`config.mk`:
```
export PLATFORM = sky130hd
export DESIGN_NAME = decimal_command_line_receiver_unit
export DESIGN_NICKNAME = d
export VERILOG_FILES = /design/src/dclr_pkg.sv /design/src/dclr_stack_mem.sv /design/src/dclr_result_queue.sv /design/src/decimal_command_line_receiver_unit.sv
export SDC_FILE = /design/constraint.sdc
export NUM_CORES = 1
export LEC_CHECK = 0
export ABC_AREA = 1
export BUFFER_PORTS_ARGS = -buffer_cell sky130_fd_sc_hd__buf_2
export CAP_MARGIN = 20
export CORE_MARGIN = 8
export CORE_UTILIZATION = 50
export DETAILED_ROUTE_END_ITERATION = 7
export MAX_ROUTING_LAYER = met4
export PLACE_DENSITY = 0.65
export SYNTH_ARGS = -nofsm -noshare
export SYNTH_HDL_FRONTEND = slang
export SYNTH_SLANG_ARGS = --single-unit
```
`constraint.sdc`:
```
create_clock -name clk -period 5.5 [get_ports clk]
set_input_delay 1.1 -clock clk [delete_from_list [all_inputs] [get_ports clk]]
set_output_delay 1.1 -clock clk [all_outputs]
set_load 0.01 [all_outputs]
```
`src/dclr_pkg.sv`:
```
// shared types and character constants for the decimal command line receiver
package dclr_pkg;

    // input transfer payload
    typedef struct packed {
        logic       action;
        logic [7:0] rx_byte;
    } cmd_t;

    // result transfer payload
    typedef struct packed {
        logic [7:0] value;
        logic       accepted;
    } result_t;

    // action codes
    localparam logic ACTION_BYTE      = 1'b0;
    localparam logic ACTION_LINE_ERR  = 1'b1;

    // character codes
    localparam logic [7:0] CHAR_CR    = 8'd13;
    localparam logic [7:0] CHAR_LF    = 8'd10;
    localparam logic [7:0] CHAR_BS    = 8'd8;
    localparam logic [7:0] CHAR_DEL   = 8'd127;
    localparam logic [7:0] CHAR_ZERO  = 8'd48;
    localparam logic [7:0] CHAR_NINE  = 8'd57;

    // prefix saturation value and register reset value
    localparam logic [7:0] SAT_VALUE       = 8'd255;
    localparam logic [7:0] MAX_VALUE_RESET = 8'd100;

    // operation codes carried into the update stage
    localparam logic [1:0] OP_NONE  = 2'd0;
    localparam logic [1:0] OP_DIGIT = 2'd1;
    localparam logic [1:0] OP_TERM  = 2'd2;

endpackage

```
`src/dclr_stack_mem.sv`:
```
// prefix value stack memory, one write port and one registered read port
module dclr_stack_mem
    import dclr_pkg::*;
#(
    parameter int DEPTH = 15,
    parameter int AW    = 4
)(
    input  logic          clk,
    input  logic          wr_en,
    input  logic [AW-1:0] wr_addr,
    input  logic [7:0]    wr_data,
    input  logic          rd_en,
    input  logic [AW-1:0] rd_addr,
    output logic [7:0]    rd_data
);

    logic [7:0] prefix_mem [DEPTH];
    logic [7:0] rd_data_reg;

    // write port
    always_ff @(posedge clk)
    begin
        if (wr_en)
        begin
            prefix_mem[wr_addr] <= wr_data;
        end
    end

    // registered read port, old data on a same-address write
    always_ff @(posedge clk)
    begin
        if (rd_en)
        begin
            rd_data_reg <= prefix_mem[rd_addr];
        end
    end

    assign rd_data = rd_data_reg;

endmodule

```
`src/dclr_result_queue.sv`:
```
// two entry result queue between the update stage and the result channel
module dclr_result_queue
    import dclr_pkg::*;
(
    input  logic        clk,
    input  logic        rst_n,
    input  logic        push,
    input  result_t     push_data,
    input  logic        pop,
    output logic        head_valid,
    output result_t     head_data,
    output logic [1:0]  level
);

    logic [1:0] level_reg, level_next;
    result_t    slot0_reg, slot0_next;
    result_t    slot1_reg, slot1_next;

    // occupancy and slot movement
    always_comb
    begin
        level_next = level_reg;
        slot0_next = slot0_reg;
        slot1_next = slot1_reg;
        case (level_reg)
            2'd0:
            begin
                if (push)
                begin
                    slot0_next = push_data;
                    level_next = 2'd1;
                end
            end
            2'd1:
            begin
                if (push && pop)
                begin
                    slot0_next = push_data;
                end
                else if (pop)
                begin
                    level_next = 2'd0;
                end
                else if (push)
                begin
                    slot1_next = push_data;
                    level_next = 2'd2;
                end
            end
            2'd2:
            begin
                if (pop)
                begin
                    slot0_next = slot1_reg;
                    if (push)
                    begin
                        slot1_next = push_data;
                    end
                    else
                    begin
                        level_next = 2'd1;
                    end
                end
            end
            default:
            begin
                level_next = 2'd0;
            end
        endcase
    end

    // occupancy register
    always_ff @(posedge clk or negedge rst_n)
    begin
        if (!rst_n)
        begin
            level_reg <= 2'd0;
        end
        else
        begin
            level_reg <= level_next;
        end
    end

    // payload slots
    always_ff @(posedge clk)
    begin
        slot0_reg <= slot0_next;
        slot1_reg <= slot1_next;
    end

    assign head_valid = (level_reg != 2'd0);
    assign head_data  = slot0_reg;
    assign level      = level_reg;

endmodule

```
`src/decimal_command_line_receiver_unit.sv`:
```
// top level of the decimal command line receiver
//
//  channel   direction  handshake                     payload
//  cmd       in         cmd_valid / cmd_ready         cmd (action, rx_byte)
//  result    out        result_valid / result_ready   result (value, accepted)
//  max_value in         max_value_we, no wait         max_value_data
//
//  one command transfer per cycle while cmd_ready is high, in stages: decode and stack read,
//  then prefix update and write back through the stack memory's single ports
//  a CR or LF result passes the update stage and the result queue registers before the result port
//  a command accepted back to back after a digit takes the new prefix from a forwarding path
//  reset clears the line and the result queue and sets max_value to 100
//  cmd_ready drops while the result queue, counting the update stage, holds two
module decimal_command_line_receiver_unit
    import dclr_pkg::*;
#(
    parameter int LINE_DEPTH = 16
)(
    input  logic        clk,
    input  logic        rst_n,
    input  logic        cmd_valid,
    output logic        cmd_ready,
    input  cmd_t        cmd,
    output logic        result_valid,
    input  logic        result_ready,
    output result_t     result,
    input  logic        max_value_we,
    input  logic [7:0]  max_value_data
);

    localparam int STACK_DEPTH = LINE_DEPTH - 1;
    localparam int AW = (STACK_DEPTH > 1) ? $clog2(STACK_DEPTH) : 1;
    localparam int CW = $clog2(STACK_DEPTH + 1);
    localparam logic [CW-1:0] STACK_FULL = CW'(STACK_DEPTH);

    logic [7:0]    max_value_reg;
    logic [CW-1:0] count_reg, count_next;

    // update stage registers
    logic          b_valid_reg;
    logic [1:0]    b_op_reg, b_op_next;
    logic [3:0]    b_digit_reg;
    logic [AW-1:0] b_waddr_reg;
    logic          b_empty_reg;
    logic          b_fwd_reg;
    logic [7:0]    fwd_value_reg;

    logic          accept;
    logic [AW-1:0] rd_addr;
    logic [7:0]    rd_data;
    logic [7:0]    top_value;
    logic [11:0]   product;
    logic [7:0]    new_prefix;
    logic          mem_we;
    logic          b_push;
    logic          value_ok;
    result_t       b_result;
    logic          pop;
    logic [1:0]    q_level;
    logic [2:0]    occ_next;

    // configuration register
    always_ff @(posedge clk or negedge rst_n)
    begin
        if (!rst_n)
        begin
            max_value_reg <= MAX_VALUE_RESET;
        end
        else if (max_value_we)
        begin
            max_value_reg <= max_value_data;
        end
    end

    // input transfer and room left in the result queue
    assign pop      = result_valid && result_ready;
    assign b_push   = b_valid_reg && (b_op_reg == OP_TERM);
    assign occ_next = 3'(q_level) + 3'(b_push) - 3'(pop);
    assign cmd_ready = (occ_next < 3'd2);
    assign accept    = cmd_valid && cmd_ready;

    // read the current top of the stack
    assign rd_addr = AW'(count_reg - CW'(1));

    // decode stage: line length and operation
    always_comb
    begin
        count_next = count_reg;
        b_op_next  = OP_NONE;
        if (cmd.action == ACTION_LINE_ERR)
        begin
            count_next = '0;
        end
        else
        begin
            case (cmd.rx_byte) inside
                CHAR_CR, CHAR_LF:
                begin
                    if (count_reg != '0)
                    begin
                        b_op_next  = OP_TERM;
                        count_next = '0;
                    end
                end
                CHAR_BS, CHAR_DEL:
                begin
                    if (count_reg != '0)
                    begin
                        count_next = count_reg - CW'(1);
                    end
                end
                [CHAR_ZERO:CHAR_NINE]:
                begin
                    if (count_reg < STACK_FULL)
                    begin
                        b_op_next  = OP_DIGIT;
                        count_next = count_reg + CW'(1);
                    end
                    else
                    begin
                        count_next = '0;
                    end
                end
                default:
                begin
                    count_next = count_reg;
                end
            endcase
        end
    end

    // line length and update stage control
    always_ff @(posedge clk or negedge rst_n)
    begin
        if (!rst_n)
        begin
            count_reg   <= '0;
            b_valid_reg <= 1'b0;
            b_op_reg    <= OP_NONE;
        end
        else
        begin
            b_valid_reg <= accept;
            if (accept)
            begin
                count_reg <= count_next;
                b_op_reg  <= b_op_next;
            end
        end
    end

    // update stage payload; forward when the previous item wrote the entry read now
    always_ff @(posedge clk)
    begin
        if (accept)
        begin
            b_digit_reg <= 4'(cmd.rx_byte - CHAR_ZERO);
            b_waddr_reg <= count_reg[AW-1:0];
            b_empty_reg <= (count_reg == '0);
            b_fwd_reg   <= b_valid_reg && (b_op_reg == OP_DIGIT);
        end
        fwd_value_reg <= new_prefix;
    end

    // prefix stack memory
    dclr_stack_mem #(
        .DEPTH (STACK_DEPTH),
        .AW    (AW)
    ) u_stack (
        .clk     (clk),
        .wr_en   (mem_we),
        .wr_addr (b_waddr_reg),
        .wr_data (new_prefix),
        .rd_en   (accept),
        .rd_addr (rd_addr),
        .rd_data (rd_data)
    );

    // new prefix: top times ten plus digit, saturated
    always_comb
    begin
        if (b_empty_reg)
        begin
            top_value = 8'd0;
        end
        else if (b_fwd_reg)
        begin
            top_value = fwd_value_reg;
        end
        else
        begin
            top_value = rd_data;
        end
        product = {1'b0, top_value, 3'b000} + {3'b000, top_value, 1'b0}
                  + {8'd0, b_digit_reg};
        new_prefix = (product > 12'(SAT_VALUE)) ? SAT_VALUE : product[7:0];
    end

    assign mem_we = b_valid_reg && (b_op_reg == OP_DIGIT);

    // result of a terminated line
    assign value_ok          = (top_value != SAT_VALUE) && (top_value <= max_value_reg);
    assign b_result.value    = value_ok ? top_value : 8'd0;
    assign b_result.accepted = value_ok;

    dclr_result_queue u_queue (
        .clk        (clk),
        .rst_n      (rst_n),
        .push       (b_push),
        .push_data  (b_result),
        .pop        (pop),
        .head_valid (result_valid),
        .head_data  (result),
        .level      (q_level)
    );

    // line length stays within the stack
    assert property (@(posedge clk) disable iff (!rst_n) count_reg <= STACK_FULL)
        else $error("line length beyond stack depth");

    // a rejected result carries a zero value
    assert property (@(posedge clk) disable iff (!rst_n)
        result_valid && !result.accepted |-> result.value == 8'd0)
        else $error("rejected result with non-zero value");

    // an accepted result is never the saturation value
    assert property (@(posedge clk) disable iff (!rst_n)
        result_valid && result.accepted |-> result.value != SAT_VALUE)
        else $error("saturated prefix accepted");

    // the queue never overflows
    assert property (@(posedge clk) disable iff (!rst_n)
        q_level == 2'd2 && !pop |-> !b_push)
        else $error("result queue overflow");

endmodule

```
==> reports/results.ini, run 1 <==
[outcome]
outcome=complete, no violations

[sta]
final.setup.tns_ps=0
rsz0062_at_grt=false
layout_setup_ws_ps=1630
hold_viol_final=0
max-slew-margin-rel_pct=27.0
tightestPinTransition_ps=1090
drv_slew=0
setup_viol=0
fmax_mhz=258
fin_crit_ps=3870
finalCritPeriodShare_pct=70.3
fin_skew_ps=8.65

[clock_tree]
clk_latency_ps=430
ctsHoldBuffers=0
ctsResizeCount=0
htree_levels=4
cts_buffers=17
clk_path_buf_depth=2
cts_sinks=181
cts-root-buf=clkbuf_16
cts_setup_buffers=0
cts_tree=built
clk_transition_reported_paths_ps=70

[die]
dieArea_um2=21000
io_pins=33
coreArea_um2=16400
initial_core_util_pct=50.7
die_x_um=145
rows=47
die_y_um=145

[placed_design]
placedCellCount=1017
io_buffers=32
dp.final_hpwl_um=11900
preCtsSetupSlack_ps=1640
routabilityCongestion=0.901

[logic_synthesis]
ys_top_cells_by_count=edfxtp_1, nand2_1, nor2_1
yosysSeqAreaShare_pct=63.3
mappedNetlistArea_um2=8330
synth_edf_count=156
ys.flop_type=edfxtp_1
synth.top_cells.by_area=edfxtp_1, nand2_1, nor2_1
ys.warnings.count=0
synth_async_sr_flop_share_pct=9.39
ys_ff_latch=181
synth.avg_cell_area_um2=10.6
synth_top_area_share_pct=56.3
syn_nets=838
ys_types=37
yosys.area.top_type=edfxtp_1
synthCells=787

[drt]
drcViolationCount=0
postRouteAntennaNets=0
vias=5700
drt-vias-per-instance=5.44
wl_um=17800
first_pass_iters=6
wl_per_cell_um=17.0
drtIter0Drc=410

[min_path]
hp-start=max_value_reg[2]$_DFFE_PN1P_
hold_path_class=reg -> reg
holdPathEnd=max_value_reg[2]$_DFFE_PN1P_
worst_hold_path.num_cells=2

[final_layout]
largest_reg_flops=120
drive_gt1_share_pct=10.0
fin_nets=867
final_util_pct=56.4
areaGrowthSynthToFinish_pct=11.1
n_antenna_cell=0
stdcell_count=1048

[critical_path]
r2r_cells=16
arrival_ps=2770
cp_max_fo=4
cp.required_ps=4400
crit_type=in -> out
r2r_slack_ps=1720
r2r_end=u_stack.prefix_mem[0][2]$_DFFE_PP_
crit-reg2reg-launch=b_fwd_reg$_DFFE_PP_
worstSetupEndpointType=primary output
critPathLaunchType=primary input

[global_route]
grt_overflow=0
track_usage_pct=17.7
grt_first_pass_wirelength_um=28900
grt_max_degree=62
antenna_found_initial=0
grt_pass1_vias=5686

[pwr]
power_leakage_uw=0.00364
peakVddDrop_uv=281
p_per_area_nw_per_um2=429

[job]
drv_cap=0

==> metal layers <==
| metal | global-route usage (%) | part of all wire, % |
|---|---|---|
| met5 | - | 0 |
| met4 | 6.47 | 1.9 |
| met3 | 4.35 | 6.3 |
| met2 | 30.0 | 50 |
| met1 | 20.1 | 42 |
==> area by class of cell <==
cell class | count | area (um2)
fillers | 1370 | 7160
clock inverters | 13 | 158
flip-flops and latches | 181 | 5270
clock buffers | 18 | 429
inverters | 70 | 270
multi-input cells | 510 | 2650
well taps | 220 | 275
repair buffers | 36 | 190
==> critical path, stage by stage <==
cell	delay (ps)
buf_2	100
inv_1	90
a21oi_1	50
ha_1	270
or2_2	310
fa_1	510
nor3b_1	170
buf_2	160
==> power by group <==
part           switching (uW)  total, uW  leakage (uW)  internal (uW)
Combinational             705        978       0.00169            273
Sequential               32.0       1780       0.00168           1750
Clock                     499       1210      0.000272            710
==> how the worst max path moves through the flow <==
stage	startpoint	to	slack (ps)	cells past startpoint
finish	result_ready	cmd_ready	1630	8
global route	b_fwd_reg$_DFFE_PP_	u_stack.prefix_mem[8][2]$_DFFE_PP_	1370	16
CTS	result_ready	cmd_ready	1620	8
detailed placement	result_ready	cmd_ready	1640	8
global placement	result_ready	cmd_ready	1690	10
floorplan	result_ready	cmd_ready	1810	6
==> stage by stage <==
| stage | total power, uW | hold slack (ps) | instance area, um2 |
|---|---|---|---|
| after global placement | 2750 | 486 | 8660 |
| after floorplan | 2490 | 426 | 8330 |
| after CTS | 3990 | 521 | 9250 |
| final | 3970 | 518 | 9250 |
| after detailed placement | 2790 | 508 | 8660 |
| after global routing | 4180 | 539 | 9250 |
==> logic make-up (layout without fill, tap and decap cells) <==
group	count (synthesis)	count (layout)	synth area share [%]
mux	1	1	0.135
xor+xnor	6	6	0.721
flops	181	181	63.3
simple gates	342	342	17.1
compound gates	132	132	9.29
fa+ha+maj	29	29	4.63
buf+inv	96	137	4.81
==> layout by cell type, fill, tap and decap left out, drive strengths merged, types with 14 or more instances in the layout <==
master  instances
clkbuf         18
dfrtp          14
nor2          125
nand4          14
ha             26
nand2         162
nand3          39
inv            72
o211ai         28
edfxtp        156
o22ai          18
buf            36
o21ai          75
(Power assumes the default switching activity.)
==> inputs of run 2 (changes only) <==
Settings changed: PLACE_DENSITY 0.65 to 0.67.
Clock period 5.5 ns to 3.2 ns, I/O delays scaled along.
==> reports/results.ini, run 2 (same netlist as run 1, synthesis figures left out) <==
[sta]
hold_viol_final=0
drv_slew=0
fin_hold_ws_ps=115
setup_viol=0
fin_crit_ps=3100
tightestPinTransition_ps=932
final.setup.tns_ps=0
layout_setup_ws_ps=96.3
fmax_mhz=322
max-slew-margin-rel_pct=37.6
fin_skew_ps=9.10
finalCritPeriodShare_pct=97.0

[critical_path]
slowest_delay_ps=580
crit-reg2reg-launch=b_fwd_reg$_DFFE_PP_
cp.required_ps=3380
crit_type=reg -> reg
r2r_cells=16
cp_max_fo=16
slowest_stage=edfxtp_1
r2r_slack_ps=100
cp_top_family=adder cells
arrival_ps=3290
worstSetupEndpointType=flip-flop
cp_num_buf_inv=6
path_cells=inv_8, nand2_1, nand2_1, nand2_1, inv_2, fa_1, inv_2, fa_2, inv_2, nand4_1, nand4_1, nand2_1, nor2_4, buf_12, nand3_2, buf_6
r2r_end=u_stack.prefix_mem[4][5]$_DFFE_PP_
critPathLaunchType=flip-flop
crit_path_frequent_cell=nand2_1

[drt]
first_pass_iters=4
vias=6005
postRouteAntennaNets=0
drcViolationCount=0
wl_um=19400
drt-vias-per-instance=5.49
drtIter0Drc=417
wl_per_cell_um=17.7

[global_route]
antenna_found_initial=0
grt_pass1_vias=5770
grt_max_degree=61
grt_overflow=0
grt_first_pass_wirelength_um=30000
grt_use_met3_pct=3.79
track_usage_pct=18.7
top_usage_layer=met2
grt_use_met1_pct=22.9
met2_usage_pct=30.3

[clock_tree]
cts_sinks=181
cts-root-buf=clkbuf_16
clk_transition_reported_paths_ps=70
cts_tree=built
htree_levels=4
ctsHoldBuffers=0
clk_latency_ps=430
clk_path_buf_depth=2
cts_buffers=17

[die]
initial_core_util_pct=50.7
rows=47
coreArea_um2=16400
die_y_um=145
die_x_um=145
dieArea_um2=21000
io_pins=33

[job]
drv_cap=0

[pwr]
power_leakage_uw=0.00393
p_per_area_nw_per_um2=743
p_total_uw=7320
peakVddDrop_uv=591

[final_layout]
layout_commonest_cell=edfxtp_1
n_antenna_cell=0
drive_gt1_share_pct=19.0
areaGrowthSynthToFinish_pct=18.2
fin_nets=911
final_cell_mix=edfxtp_1, nand2_1, nor2_1
largest_reg_flops=120
final_util_pct=60.0

[placed_design]
preCtsSetupSlack_ps=-73.1
io_buffers=32
routabilityCongestion=0.878
dp.final_hpwl_um=12500

[outcome]
outcome=complete, no violations

[min_path]
hold_path_class=in -> async

-- run 2: cell count changes in the layout (fill, tap and decap cells not counted), moves of 4 or more --
cell | previous run | this run
inv_2 | 2 | 10
ha_1 | 26 | 21
nand2_2 | 2 | 9
buf_4 | 4 | 34
clkinv_8 | 0 | 4
nand3_2 | 0 | 10
inv_1 | 67 | 59
clkinvlp_4 | 4 | 0
nand2_1 | 156 | 149
nand3_1 | 39 | 28
buf_6 | 0 | 9
inv_6 | 2 | 6
-- run 2: per-stage QoR --
step	cells	area, um2
after global placement	1052	8940
after CTS	1086	9650
after detailed placement	1052	8940
after floorplan	787	8330
final	1093	9840
after global routing	1093	9840
-- run 2: what timing repair did --
action,CTS,global route
endpoints found under the hold margin,0,0
setup endpoints to repair,121,129
cloned,0,1
buffers inserted,2,6
pin swaps,1,8
gates resized for setup,19,31
-- run 2: routing by layer --
layer	wire [um]	vias to the layer above
met3	1190	30
met4	401	0
met1	8310	2927
met2	9460	182
li1	-	2866
met5	0	-
-- run 2: layout make-up --
type / count / area [um2]
tap: 220 / 275
clock inverter: 14 / 179
fill: 1274 / 6560
inverter: 70 / 270
timing repair buffer: 80 / 617
multi-input combinational: 510 / 2800
clock buffer: 18 / 429
sequential: 181 / 5280
-- run 2: worst max path at each step --
stage                                  from                                 end  depth (start not counted)
2_1_floorplan           b_fwd_reg$_DFFE_PP_  u_stack.prefix_mem[0][4]$_DFFE_PP_                         16
3_3_place_gp            b_fwd_reg$_DFFE_PP_  u_stack.prefix_mem[4][1]$_DFFE_PP_                         17
3_5_place_dp            b_fwd_reg$_DFFE_PP_  u_stack.prefix_mem[2][6]$_DFFE_PP_                         17
4_1_cts        u_queue.level[1]$_DFFE_PN0P_                           cmd_ready                          9
5_1_grt                 b_fwd_reg$_DFFE_PP_  u_stack.prefix_mem[6][6]$_DFFE_PP_                         18
6_report                b_fwd_reg$_DFFE_PP_  u_stack.prefix_mem[4][5]$_DFFE_PP_                         16
-- run 2: power breakdown --
group / internal, uW / switching [uW] / total (uW) / leakage (uW)
sequential: 2990 / 72.1 / 3070 / 0.00168
clock: 1130 / 983 / 2110 / 0.000296
combinational: 803 / 1340 / 2140 / 0.00196
total: 4920 / 2400 / 7320 / 0.00393
==> inputs of run 3 (changes only) <==
Settings changed: CORE_UTILIZATION 50 to 56, PLACE_DENSITY 0.67 to 0.74.
==> reports/results.ini, run 3 (same netlist as run 1, synthesis figures left out) <==
[final_layout]
fin_nets=915
drive_gt1_share_pct=17.6
stdcell_count=1061
n_antenna_cell=0
layout_commonest_cell=edfxtp_1
finalInstanceArea_um2=9730
fill_cells=1083
largest_reg_flops=120
areaGrowthSynthToFinish_pct=16.8
final_cell_mix=edfxtp_1, nand2_1, nor2_1

[critical_path]
crit_type=reg -> reg
r2r_slack_ps=120
cp-endpoint=u_stack.prefix_mem[14][5]$_DFFE_PP_
arrival_ps=3280
r2r_end=u_stack.prefix_mem[14][5]$_DFFE_PP_
cp.required_ps=3390
critPathLaunch=b_fwd_reg$_DFFE_PP_
slowest_delay_ps=530
cp_max_fo=8
crit-reg2reg-launch=b_fwd_reg$_DFFE_PP_
r2r_cells=18
critPathLaunchType=flip-flop
path_cells=buf_6, nand2_1, nand2_1, nand2_2, inv_2, fa_1, inv_1, fa_2, inv_1, nand3_1, nand3_2, nand2_2, nand3_2, nand2_2, nor2_4, buf_12, nand3_2, buf_6
worstSetupEndpointType=flip-flop
slowest_stage=fa_1

[clock_tree]
cts_tree=built
htree_levels=4
cts-root-buf=clkbuf_16
clk_transition_reported_paths_ps=70
clk_latency_ps=440
cts_buffers=17
ctsHoldBuffers=0
cts_sinks=181
clk_path_buf_depth=2

[placed_design]
preCtsSetupSlack_ps=-19.3
routabilityCongestion=0.928
placedCellCount=1020
postPlaceCellArea_um2=8930
io_buffers=32
dp.final_hpwl_um=13000

[pwr]
p_total_uw=7240
peakVddDrop_uv=490
power_leakage_uw=0.00394
p_per_area_nw_per_um2=745

[drt]
wl_um=19700
vias=6090
first_pass_iters=4
drt-vias-per-instance=5.74
drtIter0Drc=526
postRouteAntennaNets=0
wl_per_cell_um=18.6
drcViolationCount=0

[sta]
drv_slew=0
fin_crit_ps=3080
fmax_mhz=324
setup_viol=0
tightestPinTransition_ps=778
layout_setup_ws_ps=117
hold_viol_final=0
max-slew-margin-rel_pct=47.9
fin_hold_ws_ps=118
finalCritPeriodShare_pct=96.4
fin_skew_ps=14.2

[global_route]
track_usage_pct=22.2
grt_max_degree=61
antenna_found_initial=0
grt_pass1_vias=5895
grt_first_pass_wirelength_um=30800
grt_overflow=0

[job]
drv_cap=0

[die]
rows=44
io_pins=33
die_x_um=138
coreArea_um2=14500
initial_core_util_pct=57.3
die_y_um=138
dieArea_um2=19000

[outcome]
outcome=complete, no violations

[min_path]
hold_path_class=in -> async

## run 3: cell count changes in the layout (fill, tap and decap cells not counted), sizes merged
| cell | previous run | this run |
|---|---|---|
| buf | 79 | 84 |
| inv | 78 | 74 |
| clkinv | 5 | 8 |
| clkbuf | 19 | 17 |
| clkinvlp | 0 | 2 |
## run 3: area by class of cell
type / instances / area, um2 / share of cell area [%]
multi-input cells: 510 / 2720 / 28.0
clock buffers: 17 / 425 / 4.37
well taps: 184 / 230 / 2.37
repair buffers: 84 / 637 / 6.55
inverters: 70 / 270 / 2.78
clock inverters: 15 / 170 / 1.75
flip-flops and latches: 181 / 5280 / 54.2
## run 3: timing repair
item	in CTS	in global routing
gates resized for setup	7	31
setup endpoints to repair	61	129
pin swaps	1	2
hold endpoints to repair	0	0
setup buffers	1	5
gates cloned	0	3
## run 3: worst max-delay path: cells and delay by family (launching register included)
kind                     cells  cell delay [ps]
adder cells (fa/ha/maj)      2              920
AND/OR/NAND/NOR             10              840
buffers and inverters        6              670
flip-flops                   1              430
## run 3: metal layers
layer | vias to the layer above | wire (um) | GRT usage (%)
li1 | 2881 | - | -
met1 | 2901 | 7760 | 26.0
met2 | 256 | 9750 | 36.0
met3 | 52 | 1530 | 5.11
met4 | 0 | 649 | 10.2
met5 | - | 0 | -
## run 3: how the worst min path moves through the flow
stage	start	endpoint	slack, ps	depth (start not counted)
floorplan	rst_n	b_op_reg[0]$_DFFE_PN0P_	340	0
global route	rst_n	count_reg[2]$_DFFE_PN0P_	150	1
global placement	max_value_reg[6]$_DFFE_PN1P_	max_value_reg[6]$_DFFE_PN1P_	480	2
detailed placement	b_op_reg[1]$_DFFE_PN0P_	b_op_reg[1]$_DFFE_PN0P_	500	2
CTS	rst_n	count_reg[2]$_DFFE_PN0P_	120	1
finish	rst_n	count_reg[3]$_DFFE_PN0P_	120	1
## run 3: power breakdown
group | switching [uW] | internal (uW) | total (uW) | leakage, uW
clock | 959 | 1110 | 2070 | 0.000286
sequential | 69.1 | 2990 | 3060 | 0.00168
combinational | 1350 | 767 | 2110 | 0.00198
total | 2370 | 4870 | 7240 | 0.00394
## run 3: through the flow
step | setup TNS, ps | util (%)
after floorplan | 0 | -
after global placement | 0 | 61.5
after detailed placement | -286 | 61.5
after CTS | 0 | 65.9
after global routing | -3800 | 66.9
final | 0 | 66.9
